===== config.mk =====
export PLATFORM = sky130hd
export DESIGN_NAME = header_payload_message_deframer_core
export DESIGN_NICKNAME = d
export VERILOG_FILES = /design/src/hpd_pkg.sv /design/src/header_payload_message_deframer_core.sv /design/src/hpd_parse.sv
export SDC_FILE = /design/constraint.sdc
export NUM_CORES = 1
export LEC_CHECK = 0
export BUFFER_PORTS_ARGS = -buffer_cell sky130_fd_sc_hd__buf_4
export CAP_MARGIN = 0
export CORE_ASPECT_RATIO = 0.7
export CORE_MARGIN = 2
export CORE_UTILIZATION = 40
export CTS_CLUSTER_SIZE = 30
export DETAILED_ROUTE_END_ITERATION = 10
export GPL_TIMING_DRIVEN = 0
export PLACE_DENSITY_LB_ADDON = 0.08
export SKIP_LAST_GASP = 1
export SLEW_MARGIN = 20
export SYNTH_ARGS = -nofsm -noshare
export SYNTH_HDL_FRONTEND = slang
export SYNTH_HIERARCHICAL = 1
export SYNTH_SLANG_ARGS = --single-unit

===== constraint.sdc =====
create_clock -name clk -period 3.8 [get_ports clk]
set_input_delay 0.95 -clock clk [delete_from_list [all_inputs] [get_ports clk]]
set_output_delay 0.95 -clock clk [all_outputs]
set_load 0.03 [all_outputs]

===== src/hpd_pkg.sv =====
// Shared types and constants of the header/payload message deframer.
// No dependencies; every other file of the block refers to this package.
`default_nettype none

package hpd_pkg;

	// Bytes that the parser looks for.
	localparam logic [7:0] CH_LF    = 8'h0A;
	localparam logic [7:0] CH_NUL   = 8'h00;
	localparam logic [7:0] CH_COLON = 8'h3A;
	localparam logic [7:0] CH_SPACE = 8'h20;
	localparam logic [7:0] CH_ZERO  = 8'h30;
	localparam logic [7:0] CH_NINE  = 8'h39;

	// The header name that carries the payload size: "Length: ".
	localparam logic [3:0] PREFIX_LEN = 4'd8;
	localparam logic [7:0] LEN_PREFIX [0:7] = '{
		8'h4C, 8'h65, 8'h6E, 8'h67, 8'h74, 8'h68, 8'h3A, 8'h20
	};

	// Width of the reported payload size.
	localparam int OUT_LEN_BITS = 32;

	typedef enum logic [2:0] {
		KIND_HDR_BYTE = 3'd0,
		KIND_LINE_END = 3'd1,
		KIND_HDRS_END = 3'd2,
		KIND_PAYLOAD  = 3'd3,
		KIND_ERROR    = 3'd4
	} kind_t;

	typedef enum logic [1:0] {
		PH_HEADERS = 2'b01,
		PH_PAYLOAD = 2'b10
	} phase_t;

	typedef enum logic [2:0] {
		COLON_NONE  = 3'b001,
		COLON_SEEN  = 3'b010,
		COLON_SPACE = 3'b100
	} colon_t;

	// Restriction on the next continuation byte of a UTF-8 sequence.
	typedef enum logic [2:0] {
		UC_NONE  = 3'd0,
		UC_AF_E0 = 3'd1,
		UC_AF_ED = 3'd2,
		UC_AF_F0 = 3'd3,
		UC_AF_F4 = 3'd4
	} utf_con_t;

	typedef struct packed {
		logic [7:0]              data;
		kind_t                   kind;
		logic                    done;
		logic [OUT_LEN_BITS-1:0] length;
		logic                    malformed;
	} hpd_result_t;

endpackage

`default_nettype wire


===== src/header_payload_message_deframer_core.sv =====
// Top level of the header/payload message deframer: parser plus output buffer.
// Depends on hpd_pkg and hpd_parse.
//
// The block takes one stream byte per request and returns one tagged result per byte,
// in order: header byte, header line end, end of headers (with the payload size),
// payload byte, or error. A byte is accepted in every cycle while the output side
// keeps up; its result appears in the output register on the following cycle, so the
// sustained rate is one byte per clock. The rate is set by the update of the parser
// state, which each byte reads and rewrites. A two-entry output buffer (result register
// plus skid register) lets one further byte be taken after the output side has started
// to stall; byte_stall then rises and stays high until the skid entry has moved on. Once
// a malformed header has been seen the block stays in its error state until reset,
// tagging every byte as an error. Sizes above the 32-bit port are masked there, while
// the internal counter keeps LENGTH_BITS bits.
`default_nettype none

module header_payload_message_deframer_core #(
	parameter int LENGTH_BITS = 32
) (
	input  wire logic        clk,
	input  wire logic        arst_n,

	input  wire logic        byte_valid,
	output logic             byte_stall,
	input  wire logic [7:0]  data_byte,

	output logic             result_valid,
	input  wire logic        result_stall,
	output logic [7:0]       out_byte,
	output logic [2:0]       kind,
	output logic             message_done,
	output logic [31:0]      payload_length,
	output logic             malformed
);

	hpd_pkg::hpd_result_t res;
	hpd_pkg::hpd_result_t main_q, skid_q;
	logic                 main_valid_q, skid_valid_q;
	logic                 take_in, take_out;

	// The input side stalls only while the skid entry is occupied.
	assign byte_stall = skid_valid_q;
	assign take_in    = byte_valid && !skid_valid_q;
	assign take_out   = main_valid_q && !result_stall;

	hpd_parse #(
		.LENGTH_BITS(LENGTH_BITS)
	) u_parse (
		.clk      (clk),
		.arst_n   (arst_n),
		.take     (take_in),
		.data_byte(data_byte),
		.result   (res)
	);

	// Occupancy of the result and skid registers.
	always_ff @(posedge clk or negedge arst_n) begin
		if (!arst_n) begin
			main_valid_q <= 1'b0;
			skid_valid_q <= 1'b0;
		end else if (skid_valid_q) begin
			if (take_out)
				skid_valid_q <= 1'b0;
		end else if (take_in) begin
			main_valid_q <= 1'b1;
			if (main_valid_q && !take_out)
				skid_valid_q <= 1'b1;
		end else if (take_out) begin
			main_valid_q <= 1'b0;
		end
	end

	// Payload of the buffer; the skid entry drains into the result register first,
	// which keeps the order of results.
	always_ff @(posedge clk) begin
		if (skid_valid_q) begin
			if (take_out)
				main_q <= skid_q;
		end else if (take_in) begin
			if (!main_valid_q || take_out)
				main_q <= res;
			else
				skid_q <= res;
		end
	end

	assign result_valid   = main_valid_q;
	assign out_byte       = main_q.data;
	assign kind           = main_q.kind;
	assign message_done   = main_q.done;
	assign payload_length = main_q.length;
	assign malformed      = main_q.malformed;

endmodule

`default_nettype wire


===== src/hpd_parse.sv =====
// Per-byte parser state and the combinational result of the current byte.
// Depends on hpd_pkg for codes, the prefix table and the result struct.
`default_nettype none

module hpd_parse #(
	parameter int LENGTH_BITS = 32
) (
	input  wire logic               clk,
	input  wire logic               arst_n,
	input  wire logic               take,
	input  wire logic [7:0]         data_byte,
	output hpd_pkg::hpd_result_t    result
);

	localparam int AW = LENGTH_BITS + 4;

	hpd_pkg::phase_t          phase_q,     phase_n;
	logic                     line_start_q, line_start_n;
	hpd_pkg::colon_t          colon_q,     colon_n;
	logic                     line_bad_q,  line_bad_n;
	logic [3:0]               prefix_pos_q, prefix_pos_n;
	logic                     prefix_alive_q, prefix_alive_n;
	logic                     len_found_q, len_found_n;
	logic [LENGTH_BITS-1:0]   accum_q,     accum_n;
	logic [1:0]               utf_pend_q,  utf_pend_n;
	hpd_pkg::utf_con_t        utf_con_q,   utf_con_n;
	logic [LENGTH_BITS-1:0]   remain_q,    remain_n;
	logic                     dead_q,      dead_n;

	logic                     utf_ok;
	logic [1:0]               utf_pend_t;
	hpd_pkg::utf_con_t        utf_con_t2;
	logic [7:0]               lo, hi;

	logic [AW-1:0]            acc_ext, acc_mac;
	logic [3:0]               digit;
	logic                     is_digit;
	logic [LENGTH_BITS-1:0]   remain_dec;
	logic [LENGTH_BITS-1:0]   plen;
	logic [LENGTH_BITS+31:0]  plen_wide;
	logic                     new_line, new_msg;
	hpd_pkg::kind_t           kind;
	logic                     done;

	// UTF-8 sequence checker for one byte.
	always_comb begin
		utf_ok     = 1'b1;
		utf_pend_t = utf_pend_q;
		utf_con_t2 = utf_con_q;
		lo         = 8'h80;
		hi         = 8'hBF;
		if (utf_pend_q == 2'd0) begin
			priority if (data_byte < 8'h80) begin
				utf_ok = 1'b1;
			end else if (data_byte >= 8'hC2 && data_byte <= 8'hDF) begin
				utf_pend_t = 2'd1;
				utf_con_t2 = hpd_pkg::UC_NONE;
			end else if (data_byte == 8'hE0) begin
				utf_pend_t = 2'd2;
				utf_con_t2 = hpd_pkg::UC_AF_E0;
			end else if (data_byte == 8'hED) begin
				utf_pend_t = 2'd2;
				utf_con_t2 = hpd_pkg::UC_AF_ED;
			end else if (data_byte >= 8'hE1 && data_byte <= 8'hEF) begin
				utf_pend_t = 2'd2;
				utf_con_t2 = hpd_pkg::UC_NONE;
			end else if (data_byte == 8'hF0) begin
				utf_pend_t = 2'd3;
				utf_con_t2 = hpd_pkg::UC_AF_F0;
			end else if (data_byte == 8'hF4) begin
				utf_pend_t = 2'd3;
				utf_con_t2 = hpd_pkg::UC_AF_F4;
			end else if (data_byte >= 8'hF1 && data_byte <= 8'hF3) begin
				utf_pend_t = 2'd3;
				utf_con_t2 = hpd_pkg::UC_NONE;
			end else begin
				utf_ok = 1'b0;
			end
		end else begin
			unique case (utf_con_q)
				hpd_pkg::UC_AF_E0: lo = 8'hA0;
				hpd_pkg::UC_AF_ED: hi = 8'h9F;
				hpd_pkg::UC_AF_F0: lo = 8'h90;
				hpd_pkg::UC_AF_F4: hi = 8'h8F;
				default: ;
			endcase
			utf_con_t2 = hpd_pkg::UC_NONE;
			if (data_byte < lo || data_byte > hi) begin
				utf_ok     = 1'b0;
				utf_pend_t = 2'd0;
			end else begin
				utf_pend_t = utf_pend_q - 2'd1;
			end
		end
	end

	// Decimal accumulate with saturation: accum * 10 + digit, clamped.
	assign digit    = 4'(data_byte - hpd_pkg::CH_ZERO);
	assign is_digit = (data_byte >= hpd_pkg::CH_ZERO) && (data_byte <= hpd_pkg::CH_NINE);
	assign acc_ext  = {4'b0, accum_q};
	assign acc_mac  = (acc_ext << 3) + (acc_ext << 1) + {{(AW-4){1'b0}}, digit};

	assign remain_dec = (remain_q != '0) ? remain_q - LENGTH_BITS'(1) : remain_q;
	assign plen       = len_found_q ? accum_q : '0;

	always_comb begin
		phase_n        = phase_q;
		line_start_n   = line_start_q;
		colon_n        = colon_q;
		line_bad_n     = line_bad_q;
		prefix_pos_n   = prefix_pos_q;
		prefix_alive_n = prefix_alive_q;
		len_found_n    = len_found_q;
		accum_n        = accum_q;
		utf_pend_n     = utf_pend_q;
		utf_con_n      = utf_con_q;
		remain_n       = remain_q;
		dead_n         = dead_q;
		new_line       = 1'b0;
		new_msg        = 1'b0;
		kind           = hpd_pkg::KIND_ERROR;
		done           = 1'b0;
		plen_wide      = '0;

		if (dead_q) begin
			kind = hpd_pkg::KIND_ERROR;
		end else if (phase_q == hpd_pkg::PH_PAYLOAD) begin
			kind     = hpd_pkg::KIND_PAYLOAD;
			remain_n = remain_dec;
			if (remain_dec == '0) begin
				done    = 1'b1;
				new_msg = 1'b1;
			end
		end else if (data_byte == hpd_pkg::CH_LF) begin
			if (line_start_q) begin
				kind      = hpd_pkg::KIND_HDRS_END;
				plen_wide = {32'b0, plen};
				if (plen == '0) begin
					done    = 1'b1;
					new_msg = 1'b1;
				end else begin
					remain_n = plen;
					phase_n  = hpd_pkg::PH_PAYLOAD;
					new_line = 1'b1;
				end
			end else begin
				if (line_bad_q || colon_q != hpd_pkg::COLON_SPACE || utf_pend_q != 2'd0) begin
					kind   = hpd_pkg::KIND_ERROR;
					dead_n = 1'b1;
				end else begin
					kind = hpd_pkg::KIND_LINE_END;
					if (prefix_alive_q && prefix_pos_q == hpd_pkg::PREFIX_LEN && !len_found_q)
						len_found_n = 1'b1;
				end
				new_line = 1'b1;
			end
		end else begin
			kind         = hpd_pkg::KIND_HDR_BYTE;
			line_start_n = 1'b0;
			utf_pend_n   = utf_pend_t;
			utf_con_n    = utf_con_t2;
			if (data_byte == hpd_pkg::CH_NUL || !utf_ok)
				line_bad_n = 1'b1;
			unique case (colon_q)
				hpd_pkg::COLON_NONE: begin
					if (data_byte == hpd_pkg::CH_COLON)
						colon_n = hpd_pkg::COLON_SEEN;
				end
				hpd_pkg::COLON_SEEN: begin
					if (data_byte == hpd_pkg::CH_SPACE)
						colon_n = hpd_pkg::COLON_SPACE;
					else
						line_bad_n = 1'b1;
				end
				default: ;
			endcase
			if (prefix_alive_q) begin
				if (prefix_pos_q < hpd_pkg::PREFIX_LEN) begin
					if (data_byte == hpd_pkg::LEN_PREFIX[prefix_pos_q[2:0]])
						prefix_pos_n = prefix_pos_q + 4'd1;
					else
						prefix_alive_n = 1'b0;
				end else if (!len_found_q) begin
					if (is_digit) begin
						if (acc_mac[AW-1:LENGTH_BITS] != '0)
							accum_n = '1;
						else
							accum_n = acc_mac[LENGTH_BITS-1:0];
					end else begin
						line_bad_n = 1'b1;
					end
				end
			end
		end

		if (new_line || new_msg) begin
			line_start_n   = 1'b1;
			colon_n        = hpd_pkg::COLON_NONE;
			line_bad_n     = 1'b0;
			prefix_pos_n   = 4'd0;
			prefix_alive_n = 1'b1;
			utf_pend_n     = 2'd0;
			utf_con_n      = hpd_pkg::UC_NONE;
		end
		if (new_msg) begin
			phase_n     = hpd_pkg::PH_HEADERS;
			len_found_n = 1'b0;
			accum_n     = '0;
			remain_n    = '0;
		end
	end

	assign result.data      = data_byte;
	assign result.kind      = kind;
	assign result.done      = done;
	assign result.length    = plen_wide[hpd_pkg::OUT_LEN_BITS-1:0];
	assign result.malformed = dead_n;

	always_ff @(posedge clk or negedge arst_n) begin
		if (!arst_n) begin
			phase_q        <= hpd_pkg::PH_HEADERS;
			line_start_q   <= 1'b1;
			colon_q        <= hpd_pkg::COLON_NONE;
			line_bad_q     <= 1'b0;
			prefix_pos_q   <= 4'd0;
			prefix_alive_q <= 1'b1;
			len_found_q    <= 1'b0;
			accum_q        <= '0;
			utf_pend_q     <= 2'd0;
			utf_con_q      <= hpd_pkg::UC_NONE;
			remain_q       <= '0;
			dead_q         <= 1'b0;
		end else if (take) begin
			phase_q        <= phase_n;
			line_start_q   <= line_start_n;
			colon_q        <= colon_n;
			line_bad_q     <= line_bad_n;
			prefix_pos_q   <= prefix_pos_n;
			prefix_alive_q <= prefix_alive_n;
			len_found_q    <= len_found_n;
			accum_q        <= accum_n;
			utf_pend_q     <= utf_pend_n;
			utf_con_q      <= utf_con_n;
			remain_q       <= remain_n;
			dead_q         <= dead_n;
		end
	end

endmodule

`default_nettype wire


==> metrics.md <==
| Metric | Value |
|---|---|
| Syn nets | 1223 |
| Synthesized flop and latch total | 175 |
| GR Layer Usage met2 | 32.1% |
| CTS tree | built |
| Most common cell after layout, fill and taps aside | buf_4 |
| Asr flop ratio synth | 48.6% |
| First-pass iteration count of the detailed router | 5 |
| DP Wirelength | 24700 um |
| Peak VDD IR | 262 uV |
| Residual DRC | 0 |
| CP max stage delay | 0.45 ns |
| Critical Setup Path Class | input pin to flip-flop |
| Area delta synth->final | 21.6% |
| CTS Hold Buffers Added | 0 |
| Filler cells | 2571 |
| Area share of fa/ha/maj cells after synthesis | 8.37% |
| Post-synthesis cell count | 1137 |
| Failing checks | negative setup slack |
| Unrepaired setup endpoints after global routing | yes |
| DR vias | 9598 |
| Leakage | 5.77 nW |
| # rows | 51 |
| CTS buffer count | 17 |
| Fin area | 13700 um^2 |
| Layout Nets | 1350 |
| Final Worst Setup Slack | -0.202 ns |
| Die Ht | 144 um |
| Ant. Diodes | 0 |
| HP Class | flip-flop to flip-flop |
| Final period util | 105% |
| Vias/cell | 5.82 |
| Area taken by multi-input logic gates | 6310 um^2 |
| Final WL | 34900 um |
| Unique masters post-synth | 81 |
| Crit path DAT | 4.38 ns |
| Power per Cell Area | 467 nW/um^2 |
| XOR/XNOR Fraction of Synth Area | 2.65% |
| Total chip power | 0.00638 W |
| Clk_lat worst skew | 0.45 ns |
| Core area | 27800 um^2 |
| Reg area | 4840 um^2 |
| Die ar. | 29500 um^2 |
| I/O Pins | 59 |
| Post-Syn Area | 11200 um^2 |
| GR Layer Usage met3 | 5.61% |
| Starting DRT DRC Count | 934 |
| Placed cell areas | 12300 um^2 |
| Yosys warning count | 6 |
| Post-synthesis mux area share | 5.01% |
| Post-synthesis sequential area ratio | 43.0% |
| Worst-margin pin slew | 0.960 ns |
| Final Slew Violations | 0 |
| Clock tree buffer depth | 2 |
| Gr usage total | 24.1% |
| Status | finished with violations |
| Worst-path maximum fanout | 4 |
| Final hold viol count | 0 |
| Clock sinks | 175 |
| Post-route minimum period | 4.00 ns |
| Global-route wire length before repair | 53800 um |
| IO Port Bufs | 57 |
| Number of global-route vias before repair | 8979 |
| Fmax | 0.250 GHz |
| Largest net degree at the start of global routing | 86 |
| Ys flop type | edfxtp_1 |
| Die Width | 204 um |
| Number of synthesized flops with an enable pin | 90 |
| Critical Path RT | 4.18 ns |
| Slowest stage cell, crit path | fa_2 |
| Routed WL per cell | 21.2 um |
| Avg Cell Area, Syn | 9.89 um^2 |
| Worst rel slew slack | 35.8% |
| H-tree Lvls | 4 |
| Fraction of layout cells with a size suffix above 1 | 25.0% |
| Crit. End Element | flip-flop |
| Antenna violations before repair | 0 |
| Final clock skew | 0.0155 ns |
| Maximum capacitance violations | 0 |
| Most frequent cells in the layout | buf_4 (111), nor2_1 (96), edfxtp_1 (90) |
| Largest family of logic cells by synthesized area | compound AO/OA/AOI/OAI gates |
| Initial Util | 40.5% |
| Critical Path, Cell by Cell | buf_12 > fa_2 > fa_2 > a21o_1 > a221o_1 > a21oi_4 > o21ai_4 > a211oi_4 > buf_4 > nor3_4 > or4_1 > nand4_1 > buf_6 > buf_12 > buf_6 > nor2_2 > o21ai_1 |
| Gr ovfl total | 0 |
| CP startpoint kind | input pin |
| Clk slew on worst S/H paths | 0.09 ns |
| Simple-gate share of the synthesized area | 18.1% |
| Routability congestion estimate | 0.943 |
| ANT nets after route | 0 |
| Clock root cell | clkbuf_16 |
| GR met1 Demand/Resource | 38.4% |
| Post-synthesis compound-gate area fraction | 18.8% |
| Final Setup Violations | 32 |
| GRT busiest layer | met1 |
-- state kept, by name, summed over array words and instances (netlist names), 2 cells and up --
register	cells
skid_q	45
out_byte	8
u_parse/utf_con_q	3
payload_length	32
kind	3
u_parse/utf_pend_q	2
u_parse/accum_q	32
u_parse/colon_q	3
u_parse/prefix_pos_q	4
u_parse/remain_q	32
u_parse/phase_q	2
-- through the flow --
step	setup slack (ns)	cells	hold slack, ns	setup TNS [ns]	utilization [%]
2_1_floorplan	-0.198	1137	0.449	-5.96	-
3_3_place_gp	-1.11	1565	0.465	-165.62	44.0
3_5_place_dp	-1.06	1568	0.470	-83.68	44.3
4_1_cts	-0.209	1626	0.491	-5.15	48.1
5_1_grt	-0.293	1648	0.519	-8.64	49.2
6_report	-0.202	1648	0.489	-5.17	49.2
-- synthesized netlist by cell type, types with 14 or more instances --
cell / n / share of area (%)
nand3_1: 26 / 1.2
o21ai_0: 67 / 3.0
o21ai_2: 30 / 2.3
nor4_1: 26 / 1.4
xnor2_1: 26 / 2.0
nor3_1: 24 / 1.1
dfrtp_1: 81 / 18
nor2_1: 104 / 3.5
inv_1: 33 / 1.1
a21oi_1: 79 / 3.5
mux2_2: 38 / 3.8
clkbuf_1: 40 / 1.3
and2_1: 41 / 2.3
buf_4: 14 / 0.93
nand2_1: 84 / 2.8
a31oi_1: 14 / 0.78
a21o_1: 24 / 1.6
edfxtp_1: 90 / 24
ha_1: 72 / 8.0
-- power by group --
part / internal (W) / total (W) / switching [W]
registers: 0.00239 / 0.00256 / 0.000171
logic: 0.000766 / 0.00201 / 0.00124
clock network: 0.000885 / 0.00182 / 0.000935
-- final cells by class --
| class | count | share of cell area (%) |
|---|---|---|
| multi-input combinational | 866 | 46.2 |
| sequential | 175 | 35.4 |
| timing repair buffer | 109 | 6.84 |
| tap | 371 | 3.40 |
| clock buffer | 17 | 3.11 |
| buffer | 62 | 2.83 |
| clock inverter | 15 | 1.30 |
| inverter | 33 | 0.924 |
-- critical path: cells and delay by family --
kind | cells | cell delay (ns)
AO/OA/AOI/OAI | 6 | 1.37
adder cells (fa/ha/maj) | 2 | 0.83
buffers and inverters | 5 | 0.66
AND/OR/NAND/NOR | 4 | 0.58
-- worst paths after layout --
path	depth (start not counted)	endpoint	slack, ns	startpoint
max reg2reg	16	u_parse/accum_q[28]$_DFFE_PN0P_	-0.14	u_parse/accum_q[0]$_DFFE_PN0P_
min reg2reg	2	u_parse/prefix_alive_q$_DFFE_PN1P_	0.49	u_parse/prefix_alive_q$_DFFE_PN1P_
min	2	u_parse/prefix_alive_q$_DFFE_PN1P_	0.49	u_parse/prefix_alive_q$_DFFE_PN1P_
max in group asynchronous	1	u_parse/remain_q[1]$_DFFE_PN0P_	2.60	arst_n
max	17	u_parse/accum_q[28]$_DFFE_PN0P_	-0.20	data_byte[3]
min in group asynchronous	1	byte_stall$_DFF_PN0_	0.57	arst_n
-- routing by layer --
metal	vias to the layer above	part of all wire, %
li1	4528	-
met1	4664	51
met2	368	39
met3	38	8.2
met4	0	1.6
met5	-	0
-- cell families (layout without fill, tap and decap cells) --
| family | Yosys count | after routing |
|---|---|---|
| DFF | 175 | 175 |
| and+or+nand+nor | 392 | 392 |
| xor gates and xnor gates | 34 | 34 |
| adders and majority gates | 74 | 74 |
| AOI/OAI and AO/OA | 318 | 318 |
| muxes | 48 | 48 |
| buffers and inverters | 96 | 236 |
-- repair_timing --
| action | 4_1_cts | 5_1_grt |
|---|---|---|
| endpoints found under the setup margin | 112 | 93 |
| buffers inserted | 25 | 23 |
| pin swaps | 20 | 22 |
| gates cloned | 1 | 0 |
| resized for setup | 42 | 36 |
No activity file was read; power rests on OpenSTA's default activity.
